## config.mk

```make
export PLATFORM = sky130hd
export DESIGN_NAME = sd_card_init_sequencer_top
export DESIGN_NICKNAME = d
export VERILOG_FILES = /design/src/design/sdinit_pkg.sv /design/src/design/sd_card_init_sequencer_top.sv
export SDC_FILE = /design/constraint.sdc
export NUM_CORES = 1
export LEC_CHECK = 0
export BUFFER_PORTS_ARGS = -buffer_cell sky130_fd_sc_hd__buf_2
export CORE_ASPECT_RATIO = 2
export CORE_MARGIN = 2
export CORE_UTILIZATION = 45
export DETAILED_ROUTE_END_ITERATION = 8
export GPL_ROUTABILITY_DRIVEN = 1
export PLACE_DENSITY = 0.79
export SLEW_MARGIN = 5
export SYNTH_ARGS = -nofsm -noshare
export SYNTH_HDL_FRONTEND = slang
export SYNTH_SLANG_ARGS = --single-unit
export TNS_END_PERCENT = 5
```

## constraint.sdc

```tcl
create_clock -name clk -period 8.1 [get_ports clk]
set_input_delay 0.81 -clock clk [delete_from_list [all_inputs] [get_ports clk]]
set_output_delay 0.81 -clock clk [all_outputs]
set_load 0.02 [all_outputs]
```

## src/design/sdinit_pkg.sv

```systemverilog
// sdinit_pkg: types and constants for the sd card bring-up sequencer
// phase encoding, command indexes, result codes and fixed command arguments
// no dependencies
package sdinit_pkg;

    // sizing defaults
    localparam int TIMER_BITS_DEF = 16;
    localparam logic [15:0] TIMEOUT_RESET = 16'd1000;

    // action codes on the input channel
    localparam logic [1:0] ACT_START = 2'd0;
    localparam logic [1:0] ACT_DONE  = 2'd1;
    localparam logic [1:0] ACT_TICK  = 2'd2;

    // response kinds
    localparam logic [1:0] RK_NONE  = 2'd0;
    localparam logic [1:0] RK_SHORT = 2'd1;
    localparam logic [1:0] RK_NOCRC = 2'd2;
    localparam logic [1:0] RK_LONG  = 2'd3;

    // command indexes
    localparam logic [5:0] CMD_GO_IDLE       = 6'd0;
    localparam logic [5:0] CMD_ALL_SEND_CID  = 6'd2;
    localparam logic [5:0] CMD_SEND_RCA      = 6'd3;
    localparam logic [5:0] ACMD_SET_BUS_WID  = 6'd6;
    localparam logic [5:0] CMD_SELECT        = 6'd7;
    localparam logic [5:0] CMD_SEND_IF_COND  = 6'd8;
    localparam logic [5:0] CMD_SEND_CSD      = 6'd9;
    localparam logic [5:0] CMD_SEND_STATUS   = 6'd13;
    localparam logic [5:0] ACMD_SD_OP_COND   = 6'd41;
    localparam logic [5:0] CMD_APP           = 6'd55;

    // fixed arguments and expected response fields
    localparam logic [31:0] VOLT_ECHO_ARG  = 32'h0000_01AA;
    localparam logic [11:0] VOLT_ECHO      = 12'h1AA;
    localparam logic [31:0] ACMD41_ARG     = 32'h40FF_8000;
    localparam logic [31:0] BUS_WIDTH_ARG  = 32'h0000_0002;
    localparam logic [3:0]  TRAN_STATE     = 4'h4;

    // result codes
    localparam logic [3:0] RC_OK          = 4'd0;
    localparam logic [3:0] RC_NO_CARD     = 4'd1;
    localparam logic [3:0] RC_RESET       = 4'd2;
    localparam logic [3:0] RC_VOLTAGE     = 4'd3;
    localparam logic [3:0] RC_HANDSHAKE   = 4'd4;
    localparam logic [3:0] RC_NOT_HC      = 4'd5;
    localparam logic [3:0] RC_CID         = 4'd6;
    localparam logic [3:0] RC_RCA         = 4'd7;
    localparam logic [3:0] RC_CSD         = 4'd8;
    localparam logic [3:0] RC_SELECT      = 4'd9;
    localparam logic [3:0] RC_BUS_WIDTH   = 4'd10;
    localparam logic [3:0] RC_SPEED       = 4'd11;

    // sequencer phase: which command is outstanding
    typedef enum logic [3:0] {
        PH_IDLE   = 4'd0,
        PH_CMD0   = 4'd1,
        PH_CMD8   = 4'd2,
        PH_CMD55  = 4'd3,
        PH_ACMD41 = 4'd4,
        PH_CMD2   = 4'd5,
        PH_CMD3   = 4'd6,
        PH_CMD9   = 4'd7,
        PH_CMD7   = 4'd8,
        PH_SEL13  = 4'd9,
        PH_ACMD6  = 4'd10,
        PH_CONF13 = 4'd11
    } phase_t;

endpackage

```

## src/design/sd_card_init_sequencer_top.sv

```systemverilog
// sd_card_init_sequencer_top: host-side bring-up sequencer for high-capacity sd cards
// input register, combinational decision logic, result register
// depends on sdinit_pkg
//
// usage
//   input channel (in_valid/in_stall) carries one event per transfer: start,
//   command completed (status plus response words) or a one millisecond tick
//   output channel (out_valid/out_stall) carries at most one result per event:
//   either the next command to send or the end of the sequence with a code
//   card_address, sector_total and product_name travel with every result
//   cfg channel (cfg_valid/cfg_ready) writes the acmd41 handshake timeout in
//   milliseconds; cfg_ready is always high, write only while idle
// timing
//   an event is decided while it sits in the input register and its result
//   goes to the result register, so out_valid follows both registers; one event
//   per cycle sustained unless out_stall holds, set by the single decision stage
// reset
//   rst_n clears phase to idle, the timer and the captured card data to zero
//   and the timeout to 1000 ms
// stall
//   a stalled result holds; the decision stage waits while the result register
//   is full and stalled, and in_stall rises only when the input register also
//   holds a waiting event
module sd_card_init_sequencer_top #(
    parameter int TIMER_BITS = sdinit_pkg::TIMER_BITS_DEF
) (
    input  logic        clk,
    input  logic        rst_n,

    // configuration write
    input  logic        cfg_valid,
    output logic        cfg_ready,
    input  logic [15:0] cfg_data,

    // event input
    input  logic        in_valid,
    output logic        in_stall,
    input  logic [1:0]  action,
    input  logic        card_present,
    input  logic        cmd_ok,
    input  logic [31:0] resp_word0,
    input  logic [31:0] resp_word1,
    input  logic [31:0] resp_word2,
    input  logic [31:0] resp_word3,

    // result output
    output logic        out_valid,
    input  logic        out_stall,
    output logic        issue_cmd,
    output logic [5:0]  cmd_index,
    output logic [31:0] cmd_arg,
    output logic [1:0]  resp_kind,
    output logic        fast_clock,
    output logic        done_res,
    output logic [3:0]  result_code,
    output logic [15:0] card_address,
    output logic [32:0] sector_total,
    output logic [39:0] product_name
);

    // width used to compare the timer with the 16-bit timeout
    localparam int CMP_W = (TIMER_BITS > 16) ? TIMER_BITS : 16;

    // input register
    logic        in_valid_reg;
    logic [1:0]  action_reg;
    logic        present_reg;
    logic        ok_reg;
    logic [31:0] w0_reg;
    logic [31:0] w1_reg;
    logic [31:0] w2_reg;

    // sequencer state
    sdinit_pkg::phase_t    phase_reg, phase_next;
    logic [TIMER_BITS-1:0] elapsed_reg, elapsed_next;
    logic [15:0]           timeout_reg;
    logic [15:0]           rca_reg, rca_next;
    logic [32:0]           sector_reg, sector_next;
    logic [39:0]           name_reg, name_next;

    // result register
    logic        out_valid_reg;
    logic        issue_reg;
    logic [5:0]  index_reg;
    logic [31:0] arg_reg;
    logic [1:0]  kind_reg;
    logic        fast_reg;
    logic        done_reg;
    logic [3:0]  code_reg;
    logic [15:0] addr_reg;
    logic [32:0] total_reg;
    logic [39:0] pname_reg;

    // decision outputs
    logic        res_fire;
    logic        res_issue;
    logic [5:0]  res_index;
    logic [31:0] res_arg;
    logic [1:0]  res_kind;
    logic        res_fast;
    logic        res_done;
    logic [3:0]  res_code;

    // shared conditions
    logic             process;
    logic             in_take;
    logic [CMP_W-1:0] elapsed_ext;
    logic [CMP_W-1:0] timeout_ext;
    logic             timed_out;
    logic             zero_timeout;
    logic             echo_ok;
    logic             tran_ok;
    logic             ready_bit;
    logic             hc_bit;
    logic [31:0]      addr_arg;
    logic [31:0]      new_addr_arg;
    logic [21:0]      c_size;

    // the decision stage runs when the result register is free or draining
    assign process  = in_valid_reg && (!out_valid_reg || !out_stall);
    assign in_stall = in_valid_reg && !process;
    assign in_take  = in_valid && !in_stall;

    assign cfg_ready = 1'b1;

    assign elapsed_ext  = CMP_W'(elapsed_reg);
    assign timeout_ext  = CMP_W'(timeout_reg);
    assign timed_out    = elapsed_ext >= timeout_ext;
    // after cmd8 passes the timer is cleared, so only a zero timeout fails
    assign zero_timeout = (timeout_reg == 16'd0);
    assign echo_ok      = ok_reg && (w0_reg[11:0] == sdinit_pkg::VOLT_ECHO);
    assign tran_ok      = ok_reg && (w0_reg[12:9] == sdinit_pkg::TRAN_STATE);
    assign ready_bit    = w0_reg[31];
    assign hc_bit       = w0_reg[30];
    assign addr_arg     = {rca_reg, 16'h0000};
    assign new_addr_arg = {w0_reg[31:16], 16'h0000};
    // c_size sits at csd bits 69..48
    assign c_size       = {w1_reg[5:0], w2_reg[31:16]};

    // input register: word3 carries only csd/cid low bits, none of which are used
    always_ff @(posedge clk or negedge rst_n)
    begin
        if (!rst_n)
        begin
            in_valid_reg <= 1'b0;
        end
        else if (in_take)
        begin
            in_valid_reg <= 1'b1;
        end
        else if (process)
        begin
            in_valid_reg <= 1'b0;
        end
    end

    always_ff @(posedge clk)
    begin
        if (in_take)
        begin
            action_reg  <= action;
            present_reg <= card_present;
            ok_reg      <= cmd_ok;
            w0_reg      <= resp_word0;
            w1_reg      <= resp_word1;
            w2_reg      <= resp_word2;
        end
    end

    // next state and captured card data
    always_comb
    begin
        phase_next   = phase_reg;
        elapsed_next = elapsed_reg;
        rca_next     = rca_reg;
        sector_next  = sector_reg;
        name_next    = name_reg;
        priority if (action_reg == sdinit_pkg::ACT_TICK)
        begin
            if (elapsed_reg != {TIMER_BITS{1'b1}})
            begin
                elapsed_next = elapsed_reg + 1'b1;
            end
        end
        else if (action_reg == sdinit_pkg::ACT_START)
        begin
            phase_next = present_reg ? sdinit_pkg::PH_CMD0 : sdinit_pkg::PH_IDLE;
        end
        else if (action_reg == sdinit_pkg::ACT_DONE)
        begin
            unique case (phase_reg)
                sdinit_pkg::PH_IDLE:
                begin
                    phase_next = sdinit_pkg::PH_IDLE;
                end
                sdinit_pkg::PH_CMD0:
                begin
                    phase_next = ok_reg ? sdinit_pkg::PH_CMD8 : sdinit_pkg::PH_IDLE;
                end
                sdinit_pkg::PH_CMD8:
                begin
                    if (echo_ok)
                    begin
                        elapsed_next = '0;
                        phase_next   = zero_timeout ? sdinit_pkg::PH_IDLE
                                                    : sdinit_pkg::PH_CMD55;
                    end
                    else
                    begin
                        phase_next = sdinit_pkg::PH_IDLE;
                    end
                end
                sdinit_pkg::PH_CMD55:
                begin
                    phase_next = ok_reg ? sdinit_pkg::PH_ACMD41 : sdinit_pkg::PH_IDLE;
                end
                sdinit_pkg::PH_ACMD41:
                begin
                    priority if (!ok_reg)
                        phase_next = sdinit_pkg::PH_IDLE;
                    else if (!ready_bit)
                        phase_next = timed_out ? sdinit_pkg::PH_IDLE
                                               : sdinit_pkg::PH_CMD55;
                    else if (!hc_bit)
                        phase_next = sdinit_pkg::PH_IDLE;
                    else
                        phase_next = sdinit_pkg::PH_CMD2;
                end
                sdinit_pkg::PH_CMD2:
                begin
                    if (ok_reg)
                    begin
                        name_next  = {w0_reg[7:0], w1_reg};
                        phase_next = sdinit_pkg::PH_CMD3;
                    end
                    else
                    begin
                        phase_next = sdinit_pkg::PH_IDLE;
                    end
                end
                sdinit_pkg::PH_CMD3:
                begin
                    if (ok_reg)
                    begin
                        rca_next   = w0_reg[31:16];
                        phase_next = sdinit_pkg::PH_CMD9;
                    end
                    else
                    begin
                        phase_next = sdinit_pkg::PH_IDLE;
                    end
                end
                sdinit_pkg::PH_CMD9:
                begin
                    if (ok_reg)
                    begin
                        // (c_size + 1) * 1024
                        sector_next = {(23'(c_size) + 23'd1), 10'd0};
                        phase_next  = sdinit_pkg::PH_CMD7;
                    end
                    else
                    begin
                        phase_next = sdinit_pkg::PH_IDLE;
                    end
                end
                sdinit_pkg::PH_CMD7:
                begin
                    phase_next = ok_reg ? sdinit_pkg::PH_SEL13 : sdinit_pkg::PH_IDLE;
                end
                sdinit_pkg::PH_SEL13:
                begin
                    phase_next = tran_ok ? sdinit_pkg::PH_ACMD6 : sdinit_pkg::PH_IDLE;
                end
                sdinit_pkg::PH_ACMD6:
                begin
                    phase_next = ok_reg ? sdinit_pkg::PH_CONF13 : sdinit_pkg::PH_IDLE;
                end
                sdinit_pkg::PH_CONF13:
                begin
                    phase_next = sdinit_pkg::PH_IDLE;
                end
                default:
                begin
                    phase_next = phase_reg;
                end
            endcase
        end
        else
        begin
            phase_next = phase_reg;
        end
    end

    // result for the event in the decision stage
    always_comb
    begin
        res_fire  = 1'b0;
        res_issue = 1'b0;
        res_index = sdinit_pkg::CMD_GO_IDLE;
        res_arg   = '0;
        res_kind  = sdinit_pkg::RK_NONE;
        res_fast  = 1'b0;
        res_done  = 1'b0;
        res_code  = sdinit_pkg::RC_OK;
        priority if (action_reg == sdinit_pkg::ACT_START)
        begin
            res_fire = 1'b1;
            if (present_reg)
            begin
                res_issue = 1'b1;
                res_index = sdinit_pkg::CMD_GO_IDLE;
                res_kind  = sdinit_pkg::RK_NONE;
            end
            else
            begin
                res_done = 1'b1;
                res_code = sdinit_pkg::RC_NO_CARD;
            end
        end
        else if (action_reg == sdinit_pkg::ACT_DONE)
        begin
            res_fire = (phase_reg != sdinit_pkg::PH_IDLE);
            unique case (phase_reg)
                sdinit_pkg::PH_IDLE:
                begin
                    res_fire = 1'b0;
                end
                sdinit_pkg::PH_CMD0:
                begin
                    if (ok_reg)
                    begin
                        res_issue = 1'b1;
                        res_index = sdinit_pkg::CMD_SEND_IF_COND;
                        res_arg   = sdinit_pkg::VOLT_ECHO_ARG;
                        res_kind  = sdinit_pkg::RK_SHORT;
                    end
                    else
                    begin
                        res_done = 1'b1;
                        res_code = sdinit_pkg::RC_RESET;
                    end
                end
                sdinit_pkg::PH_CMD8:
                begin
                    priority if (!echo_ok)
                    begin
                        res_done = 1'b1;
                        res_code = sdinit_pkg::RC_VOLTAGE;
                    end
                    else if (zero_timeout)
                    begin
                        res_done = 1'b1;
                        res_code = sdinit_pkg::RC_HANDSHAKE;
                    end
                    else
                    begin
                        res_issue = 1'b1;
                        res_index = sdinit_pkg::CMD_APP;
                        res_kind  = sdinit_pkg::RK_SHORT;
                    end
                end
                sdinit_pkg::PH_CMD55:
                begin
                    if (ok_reg)
                    begin
                        res_issue = 1'b1;
                        res_index = sdinit_pkg::ACMD_SD_OP_COND;
                        res_arg   = sdinit_pkg::ACMD41_ARG;
                        res_kind  = sdinit_pkg::RK_NOCRC;
                    end
                    else
                    begin
                        res_done = 1'b1;
                        res_code = sdinit_pkg::RC_HANDSHAKE;
                    end
                end
                sdinit_pkg::PH_ACMD41:
                begin
                    priority if (!ok_reg || (!ready_bit && timed_out))
                    begin
                        res_done = 1'b1;
                        res_code = sdinit_pkg::RC_HANDSHAKE;
                    end
                    else if (!ready_bit)
                    begin
                        res_issue = 1'b1;
                        res_index = sdinit_pkg::CMD_APP;
                        res_kind  = sdinit_pkg::RK_SHORT;
                    end
                    else if (!hc_bit)
                    begin
                        res_done = 1'b1;
                        res_code = sdinit_pkg::RC_NOT_HC;
                    end
                    else
                    begin
                        res_issue = 1'b1;
                        res_index = sdinit_pkg::CMD_ALL_SEND_CID;
                        res_kind  = sdinit_pkg::RK_LONG;
                    end
                end
                sdinit_pkg::PH_CMD2:
                begin
                    if (ok_reg)
                    begin
                        res_issue = 1'b1;
                        res_index = sdinit_pkg::CMD_SEND_RCA;
                        res_kind  = sdinit_pkg::RK_SHORT;
                    end
                    else
                    begin
                        res_done = 1'b1;
                        res_code = sdinit_pkg::RC_CID;
                    end
                end
                sdinit_pkg::PH_CMD3:
                begin
                    if (ok_reg)
                    begin
                        // cmd9 is addressed with the rca just received
                        res_issue = 1'b1;
                        res_index = sdinit_pkg::CMD_SEND_CSD;
                        res_arg   = new_addr_arg;
                        res_kind  = sdinit_pkg::RK_LONG;
                    end
                    else
                    begin
                        res_done = 1'b1;
                        res_code = sdinit_pkg::RC_RCA;
                    end
                end
                sdinit_pkg::PH_CMD9:
                begin
                    if (ok_reg)
                    begin
                        res_issue = 1'b1;
                        res_index = sdinit_pkg::CMD_SELECT;
                        res_arg   = addr_arg;
                        res_kind  = sdinit_pkg::RK_SHORT;
                    end
                    else
                    begin
                        res_done = 1'b1;
                        res_code = sdinit_pkg::RC_CSD;
                    end
                end
                sdinit_pkg::PH_CMD7:
                begin
                    if (ok_reg)
                    begin
                        res_issue = 1'b1;
                        res_index = sdinit_pkg::CMD_SEND_STATUS;
                        res_arg   = addr_arg;
                        res_kind  = sdinit_pkg::RK_SHORT;
                    end
                    else
                    begin
                        res_done = 1'b1;
                        res_code = sdinit_pkg::RC_SELECT;
                    end
                end
                sdinit_pkg::PH_SEL13:
                begin
                    if (tran_ok)
                    begin
                        res_issue = 1'b1;
                        res_index = sdinit_pkg::ACMD_SET_BUS_WID;
                        res_arg   = sdinit_pkg::BUS_WIDTH_ARG;
                        res_kind  = sdinit_pkg::RK_SHORT;
                    end
                    else
                    begin
                        res_done = 1'b1;
                        res_code = sdinit_pkg::RC_SELECT;
                    end
                end
                sdinit_pkg::PH_ACMD6:
                begin
                    if (ok_reg)
                    begin
                        // fast clock goes out together with the confirming status read
                        res_issue = 1'b1;
                        res_index = sdinit_pkg::CMD_SEND_STATUS;
                        res_arg   = addr_arg;
                        res_kind  = sdinit_pkg::RK_SHORT;
                        res_fast  = 1'b1;
                    end
                    else
                    begin
                        res_done = 1'b1;
                        res_code = sdinit_pkg::RC_BUS_WIDTH;
                    end
                end
                sdinit_pkg::PH_CONF13:
                begin
                    res_done = 1'b1;
                    res_code = tran_ok ? sdinit_pkg::RC_OK : sdinit_pkg::RC_SPEED;
                end
                default:
                begin
                    res_fire = 1'b0;
                end
            endcase
        end
        else
        begin
            // ticks and unused action codes give no result
            res_fire = 1'b0;
        end
    end

    // state registers
    always_ff @(posedge clk or negedge rst_n)
    begin
        if (!rst_n)
        begin
            phase_reg   <= sdinit_pkg::PH_IDLE;
            elapsed_reg <= '0;
            rca_reg     <= '0;
            sector_reg  <= '0;
            name_reg    <= '0;
            timeout_reg <= sdinit_pkg::TIMEOUT_RESET;
        end
        else
        begin
            if (process)
            begin
                phase_reg   <= phase_next;
                elapsed_reg <= elapsed_next;
                rca_reg     <= rca_next;
                sector_reg  <= sector_next;
                name_reg    <= name_next;
            end
            if (cfg_valid && cfg_ready)
            begin
                timeout_reg <= cfg_data;
            end
        end
    end

    // result register
    always_ff @(posedge clk or negedge rst_n)
    begin
        if (!rst_n)
        begin
            out_valid_reg <= 1'b0;
        end
        else if (process && res_fire)
        begin
            out_valid_reg <= 1'b1;
        end
        else if (!out_stall)
        begin
            out_valid_reg <= 1'b0;
        end
    end

    always_ff @(posedge clk)
    begin
        if (process && res_fire)
        begin
            issue_reg <= res_issue;
            index_reg <= res_index;
            arg_reg   <= res_arg;
            kind_reg  <= res_kind;
            fast_reg  <= res_fast;
            done_reg  <= res_done;
            code_reg  <= res_code;
            addr_reg  <= rca_next;
            total_reg <= sector_next;
            pname_reg <= name_next;
        end
    end

    assign out_valid    = out_valid_reg;
    assign issue_cmd    = issue_reg;
    assign cmd_index    = index_reg;
    assign cmd_arg      = arg_reg;
    assign resp_kind    = kind_reg;
    assign fast_clock   = fast_reg;
    assign done_res     = done_reg;
    assign result_code  = code_reg;
    assign card_address = addr_reg;
    assign sector_total = total_reg;
    assign product_name = pname_reg;

endmodule

```

==> metrics, run 1 <==
run status finished clean; Synth cell types just under 70; die area 33000 um2; crit end category flip-flop; initial antenna violation count 1; Hold WS ~0.18 ns; routed wl met3 approximately 1400 um; drc violations 0; Max Used Layer met4; Slew @ Worst Pin 1.12 ns; post-CTS setup buffers 0; worst skew pair latency between 0.5 and 0.6 ns; Reg power frac 50.5%; wire length per cell 18.8 um; Post-Syn Area 14200 um2; Setup CP Type flip-flop to flip-flop; Placed Area 15700 um2; Syn Area/Cell 13.4 um2; Seq cells post-synth roughly 330; Crit Path Max Fanout 65; Post-DRT Antenna Nets 0; clock power share 35.0%; Crit path required time between 8 and 9 ns; Synth area leader edfxtp_1; RePlAce Congestion about 0.9; grt ovf 0; Slew Viols, Final 0; crit start category flip-flop; P_leak 0.00706 uW; GR Util All Layers 19.0%; Final min period 3.54 ns; Port Buf Inserts 229; post-route design area 16700 um2; row count 91; clock transition at the registers of the reported paths 0.07 ns; CTS tree done; Root Driver clkbuf_16; via-per-instance ratio 5.37; Synth area leaders edfxtp_1 (43%), dfrtp_1 (21%), mux2_2 (7.7%); Net Switching 1140 uW; H-tree depth 1; DR iter-0 viols 527; post-layout util 53.9%; CTS Buf Count 30; global-route wire length before repair 48800 um; vias in the first global route 9428; synth-to-layout area growth 17.8%; Post-synth ARST share 38.4%; largest net degree at the start of global routing approximately 70; PnR worst setup slack 4.56 ns; Post-synth EDFFs 204; post-synthesis sequential area ratio between 60% and 70%; count leader, synth edfxtp_1; Detailed Place HPWL 22300 um; # resized after CTS 0; Ys Warns 0; Routed WL 32200 um; Final Net Count 1452; PwrDens 248 nW/um2; Max VDD drop 164 uV; Synth Flop Type edfxtp_1; Clock Skew roughly 0.014 ns; final setup TNS 0 ns; Final Hold Vio Count 0; WL met1 around 11000 um; Slew HR between 20% and 30%; RSZ-0062 raised after global routing no; Die Span Y 255 um; starting density of the core 45.7%; DRT Pass-1 Iters 5; clock sinks 331; fraction of layout cells with a size suffix above 1 between 30% and 40%; max_cap viols 0; fmax 0.283 GHz; Synth top area share 43.3%; Cells after Synth 1053; hold_buf cts 0; period utilization 43.7%; Place WS 4.65 ns; wire length on met2 about 18000 um; Critical Path AT 3.74 ns; Bufs on Longest Clock Path 3; worst hold-check path type input port to asynchronous set/reset pin; Sw Share around 28%; total core area 31000 um2; # setup viols final 0; I/O Pins 292; list of most frequent post-synthesis cells edfxtp_1 (204), dfrtp_1 (121), nand2_1 (103), mux2_2 (97), o21ai_0 (71); Comb pwr share 14.5%; Internal Dissipation between 2000 and 3000 uW; Die Width 129 um; via count slightly above 9000
## critical path, stage by stage (launching register included)
cell,delay [ns]
dfrtp_1,0.40
inv_1,0.10
ha_1,0.52
nor2_1,0.17
a21boi_0,0.33
a21oi_1,0.16
nor2_4,0.63
buf_4,0.78
## worst paths after layout
kind / start / endpoint / slack, ns / cells after the start
worst max-delay path: phase_reg[3] / product_name[1] / 4.56 / 7
worst min-delay path: rst_n / timeout_ext[0] / 0.18 / 1
worst max register to register: phase_reg[3] / product_name[1] / 4.56 / 7
worst min register to register: w1_reg[27] / name_reg[27] / 0.47 / 1
max in group asynchronous: rst_n / name_reg[11] / 6.55 / 2
min in group clk: resp_word1[25] / w1_reg[25] / 0.40 / 1
## area by class of cell
type	instances	area, um2
Inverter	27	101
Tap cell	418	523
Clock inverter	17	196
Sequential cell	331	9310
Fill cell	2640	14300
Antenna cell	1	2.50
Clock buffer	39	816
Timing Repair Buffer	239	1230
Multi-Input combinational cell	644	4500
## cells in the final DEF (no fill, tap or decap), types with 15 or more instances in the layout
cell and instances:
nand4_1 15, ha_1 26, nor2b_1 18, buf_2 228, mux2_2 97, edfxtp_1 204, clkbuf_16 31, inv_1 27
nand2_1 102, nand3_1 22, a21oi_1 45, dfrtp_1 121, o21ai_0 71, nor2_1 43
## cells by family (layout without fill, tap and decap cells)
kind of cell               after synthesis  after routing  share of synthesized area (%)
DFF                                    331            331                           65.8
other                                    2             12                         0.0530
adders and majority gates               26             26                           2.30
xor gates and xnor gates                20             20                           1.24
muxes                                  117            117                           9.54
AOI/OAI and AO/OA                      182            182                           7.89
and+or+nand+nor                        288            288                           10.3
buffers and inverters                   87            322                           2.96
## metrics by stage
stage | instances | total power, uW
finish | 1716 | 4130
global route | 1716 | 4290
floorplan | 1062 | 2500
CTS | 1715 | 4170
global placement | 1659 | 2690
detailed placement | 1659 | 2710
## power groups by stage
| stage | registers (uW) | logic (uW) | clock network [uW] |
|---|---|---|---|
| 3_3_place_gp | 2110 | 582 | 0 |
| 6_report | 2080 | 600 | 1450 |
| 3_5_place_dp | 2110 | 597 | 0 |
| 2_1_floorplan | 2160 | 346 | 0 |
| 5_1_grt | 2100 | 658 | 1540 |
| 4_1_cts | 2080 | 602 | 1480 |
## per-layer routing
layer | GRT usage (%) | vias to the layer above
li1 | - | 4301
met1 | 20.3 | 4532
met2 | 35.3 | 289
met3 | 2.72 | 93
met4 | 10.7 | 0
met5 | 0 | -
Note: power is estimated with default switching activity, not from simulation.
==> run 2: changes to the inputs <==
clock period = 3.3 ns   (was 8.1 ns; I/O delays follow)
==> run 2 against run 1 <==
Critical endpoint is now rca_reg[15]. Via count is 7.0% higher. Sequential power is 140% higher. Largest cell class unchanged. Maximum frequency is 31% higher. Clock skew is 0.014 ns higher. First-iteration DRC count is 13% higher. Clock power is 140% higher. Total power is 150% higher. Largest power group unchanged. Worst hold slack worse by 0.16 ns. Sequential share of layout area is 3.5 points lower. Flip-flop and latch count stayed put.
==> metrics, run 2 (same netlist as run 1, synthesis figures left out) <==
Final min period 2.70 ns; Comb pwr share between 10% and 20%; Sw Share 27.6%; R2R Path Start action_reg[0]; RSZ-0062 raised after global routing no; clock power share 34.2%; fmax roughly 0.37 GHz; Reg2Reg Capture Point rca_reg[15]; Crit Path Max Fanout 16; final setup TNS 0 ns; Hold EP timeout_ext[7]; max_cap viols 0; Hold WS 0.0207 ns; largest net degree at the start of global routing 81; Internal Dissipation roughly 7400 uW; row count 91; clock transition at the registers of the reported paths 0.06 ns; Final Net Count between 1500 and 2000; total core area around 31000 um2; Routed WL around 35000 um; wire length per cell 19.0 um; run status finished clean; PwrDens 576 nW/um2; via count between 9000 and 10000; Critical Path AT 3.15 ns; via-per-instance ratio 5.39; clock sinks 331; P_leak ~0.0075 uW; I/O Pins 292; grt ovf 0; Clock Skew 0.0287 ns; register area 9310 um2; Max VDD drop 499 uV; area of the multi-input gates about 4500 um2; crit start category flip-flop; Bufs on Longest Clock Path 3; RePlAce Congestion a little over 0.9; vias in the first global route 10184; Final Hold Vio Count 0; Reg power frac 49.0%; Crit path required time 3.75 ns; fraction of layout cells with a size suffix above 1 30.3%; initial antenna violation count 2; Port Buf Inserts 229; period utilization 81.9%; crit end category flip-flop; worst hold start cfg_data[7]; worst hold-check path type input port to flip-flop; DR iter-0 viols 594; CTS Buf Count 30; Net Switching about 2800 uW; most frequent cells in the layout buf_2 (228), edfxtp_1 (204), dfrtp_1 (121), nand2_1 (102), dlygate4sd3_1 (98); synth-to-layout area growth 25.8%; Setup CP Type flip-flop to flip-flop; drc violations 0; GR Util All Layers roughly a fifth; # setup viols final 0; worst skew pair latency 0.58 ns; Reg2Reg Depth 6; DRT Pass-1 Iters 5; flop2flop setup slack 0.60 ns; Slew @ Worst Pin 1.02 ns; CTS tree done; most common cell after layout, fill and taps aside buf_2; starting density of the core 45.7%; H-tree depth 1; Post-DRT Antenna Nets 0; global-route wire length before repair around 53000 um; Slew Viols, Final 0; die area 33000 um2; hold path cells 3; Detailed Place HPWL roughly 23000 um; Die Width around 130 um; Die Span Y 255 um; fillcell total 2445; Root Driver clkbuf_16; Slew HR between 30% and 40%
-- run 2: through the flow --
step | cells | util, % | setup slack, ns | instance area (um2) | power, uW
6_report | 1828 | 57.5 | 0.598 | 17800 | 10300
3_5_place_dp | 1672 | 51.2 | 0.620 | 15800 | 6730
3_3_place_gp | 1672 | 51.2 | 0.643 | 15800 | 6670
2_1_floorplan | 1062 | - | 0.000418 | 14200 | 6130
4_1_cts | 1826 | 57.5 | 0.611 | 17800 | 10300
5_1_grt | 1828 | 57.5 | 0.443 | 17800 | 10700
-- run 2: what timing repair did --
action                                 in CTS  in global routing
resized for setup                           0                  0
buffers inserted                            0                  0
endpoints found under the hold margin     151                  0
hold buffers                               98                  0
-- run 2: power groups by stage --
stage               Clock, uW  Sequential, uW  Combinational [uW]
floorplan                   0            5270                 861
global placement            0            5090                1580
detailed placement          0            5110                1620
CTS                      3580            5030                1720
global route             3730            5060                1880
finish                   3500            5030                1730
-- run 2: area by class of cell --
class                           count  share of cell area [%]
Antenna cell                        2                  0.0281
Clock buffer                       42                    4.53
Clock inverter                     14                   0.949
Inverter                           27                   0.569
Multi-Input combinational cell    644                    25.4
Sequential cell                   331                    52.3
Tap cell                          418                    2.94
Timing Repair Buffer              350                    13.3
-- run 2: worst max path at each step --
stage	start	end	slack (ns)
after floorplan	phase_reg[2]	card_address[0]	0.0004
after global placement	action_reg[0]	rca_reg[15]	0.64
after detailed placement	action_reg[0]	rca_reg[4]	0.62
after CTS	action_reg[0]	rca_reg[15]	0.61
after global routing	action_reg[0]	rca_reg[15]	0.44
final	action_reg[0]	rca_reg[15]	0.60
-- run 2: critical path, stage by stage (launching register included) --
cell      delay [ns]
edfxtp_1        0.41
inv_1           0.10
ha_1            0.41
nand2b_1        0.18
or3_1           0.79
mux2_2          0.43
mux2_2          0.26
-- run 2: metal layers --
metal | vias to the layer above | routed length [um] | GRT usage [%]
met3 | 126 | 1610 | 2.86
li1 | 4511 | - | -
met4 | 0 | 1990 | 12.3
met1 | 4856 | 12200 | 21.9
met5 | - | 0 | 0
met2 | 367 | 18900 | 38.0
==> run 3: changes to the inputs <==
PLACE_DENSITY = 0.81   (was 0.79)
clock period = 2.2 ns   (was 3.3 ns; I/O delays follow)
==> run 3 against run 2 <==
Core utilization up 1.8 points. Worst hold slack improved by 0.064 ns. Flip-flop and latch count did not move. Sequential share of layout area is 1.6 points lower. Sequential power up 50%. Maximum frequency grew 27%. Critical endpoint is now rca_reg[7]. Highest routed layer unchanged. Largest cell class unchanged. Non-clock buffer count rose by 52. Clock power up 42%.
==> metrics, run 3 (same netlist as run 1, synthesis figures left out) <==
Detailed Place HPWL 24100 um; R2R Path Start phase_reg[3]; crit path from phase_reg[3]; clock sinks 331; Final Hold Vio Count 0; worst skew pair latency 0.56 ns; Reg2Reg Depth 8; met1 Use GR 22.7%; row count 91; Port Buf Inserts 229; PwrDens 839 nW/um2; Sw Share a little over a quarter; Internal Dissipation 11200 uW; most frequent cells in the layout buf_2 (228), edfxtp_1 (204), dfrtp_1 (121), nand2_1 (101), dlygate4sd3_1 (100); via count approximately 10000; GR Util met3 2.59%; fillcell total 2421; grt ovf 0; I/O Pins 292; worst hold-check path type input port to flip-flop; clock power share 32.2%; CTS Buf Count 28; via-per-instance ratio approximately 5.3; final non-filler cell total between 1500 and 2000; largest net degree at the start of global routing between 50 and 60; flop2flop setup slack 0.07 ns; period utilization 96.9%; RePlAce Congestion between 0.9 and 1; Final Net Count 1613; Comb pwr share 18.6%; Crit Path Max Fanout 16; fmax between 0.4 and 0.5 GHz; global-route wire length before repair about 55000 um; starting density of the core 45.7%; Die Span Y 255 um; final setup TNS 0 ns; met2 global-route usage 40.9%; Bufs on Longest Clock Path 3; Net Switching 4200 uW; Reg2Reg Capture Point rca_reg[7]; die area 33000 um2; # setup viols final 0; DRT Pass-1 Iters 5; Routed WL 35800 um; total core area between 30000 and 40000 um2; DR iter-0 viols 577; Root Driver clkbuf_16; CTS tree done; clock transition at the registers of the reported paths ~0.070 ns; Crit path required time 2.64 ns; Setup CP Type flip-flop to flip-flop; initial antenna violation count 3; H-tree depth 1; Hold EP timeout_ext[8]; post-route design area around 18000 um2; fraction of layout cells with a size suffix above 1 33.3%; Placed Area approximately 16000 um2; most crowded layer after global routing met2; max_cap viols 0; Slew HR 61.9%; Final min period 2.13 ns; synth-to-layout area growth 29.6%; Die Width 129 um; worst hold start cfg_valid; vias in the first global route 10363; Clock Skew 0.0147 ns; wire length per cell 19.1 um; crit end category flip-flop; Post-DRT Antenna Nets 0; post-layout util 59.3%; P_leak 0.00782 uW; Slew Viols, Final 0; Max VDD drop 732 uV; RSZ-0062 raised after global routing yes; Critical Path AT around 2.6 ns; Power Total 15400 uW; GR Util All Layers 21.4%; placed insts 1722; hold path cells 3; run status finished clean; Reg power frac around half; Slew @ Worst Pin between 0.5 and 0.6 ns; most common cell after layout, fill and taps aside buf_2; drc violations 0; crit start category flip-flop
-- run 3: cell count changes in the layout (fill, tap and decap cells not counted), moves of 4 or more --
cell | before | now
inv_1 | 26 | 22
inv_2 | 1 | 5
buf_4 | 18 | 56
buf_12 | 5 | 16
-- run 3: timing repair --
| item | CTS | global route |
|---|---|---|
| setup endpoints to repair | 1 | 66 |
| pin swaps | 0 | 5 |
| hold buffers | 100 | 0 |
| hold endpoints to repair | 147 | 0 |
| gates cloned | 0 | 0 |
| gates resized for setup | 1 | 12 |
| buffers inserted | 0 | 0 |
-- run 3: worst max-delay path by stage --
stage	to	slack, ns	depth (start not counted)
6_report	rca_reg[7]	0.07	8
5_1_grt	issue_cmd	-0.05	6
4_1_cts	phase_reg[0]	0.01	9
3_5_place_dp	phase_reg[0]	-0.08	9
3_3_place_gp	phase_reg[0]	-0.04	8
2_1_floorplan	card_address[0]	-1.04	6
-- run 3: final cells by class --
| type | instances | area [um2] | share of cell area, % |
|---|---|---|---|
| clock inverters | 12 | 144 | 0.784 |
| well taps | 418 | 523 | 2.85 |
| diodes | 3 | 7.51 | 0.0409 |
| clock buffers | 40 | 766 | 4.17 |
| multi-input cells | 644 | 4590 | 25.0 |
| flip-flops and latches | 331 | 9310 | 50.7 |
| repair buffers | 402 | 2910 | 15.8 |
| inverters | 27 | 101 | 0.552 |
-- run 3: power groups by stage --
stage / Clock, uW / Sequential (uW) / Combinational (uW)
after global routing: 5290 / 7620 / 3100
after floorplan: 0 / 7900 / 1310
after global placement: 0 / 7660 / 2630
after CTS: 5090 / 7560 / 2850
after detailed placement: 0 / 7680 / 2690
final: 4960 / 7570 / 2870
-- run 3: critical path: stages (launching register included) --
cell,delay (ns)
dfrtp_1,0.39
inv_2,0.11
ha_4,0.16
and2_4,0.17
nand2_1,0.07
or3_4,0.35
buf_12,0.17
mux2_4,0.31
mux2_2,0.28
-- run 3: layer usage --
metal | wire [um] | share of wire [%]
met1 | 12600 | 35
met2 | 20100 | 56
met3 | 1330 | 3.7
met4 | 1800 | 5.0
met5 | 0 | 0
-- run 3: stage by stage --
step           hold WS (ns)  setup slack [ns]
6_report             0.0851            0.0678
5_1_grt               0.108           -0.0511
4_1_cts              0.0542            0.0114
3_5_place_dp          0.219           -0.0752
3_3_place_gp          0.210           -0.0430
2_1_floorplan       -0.0756             -1.04
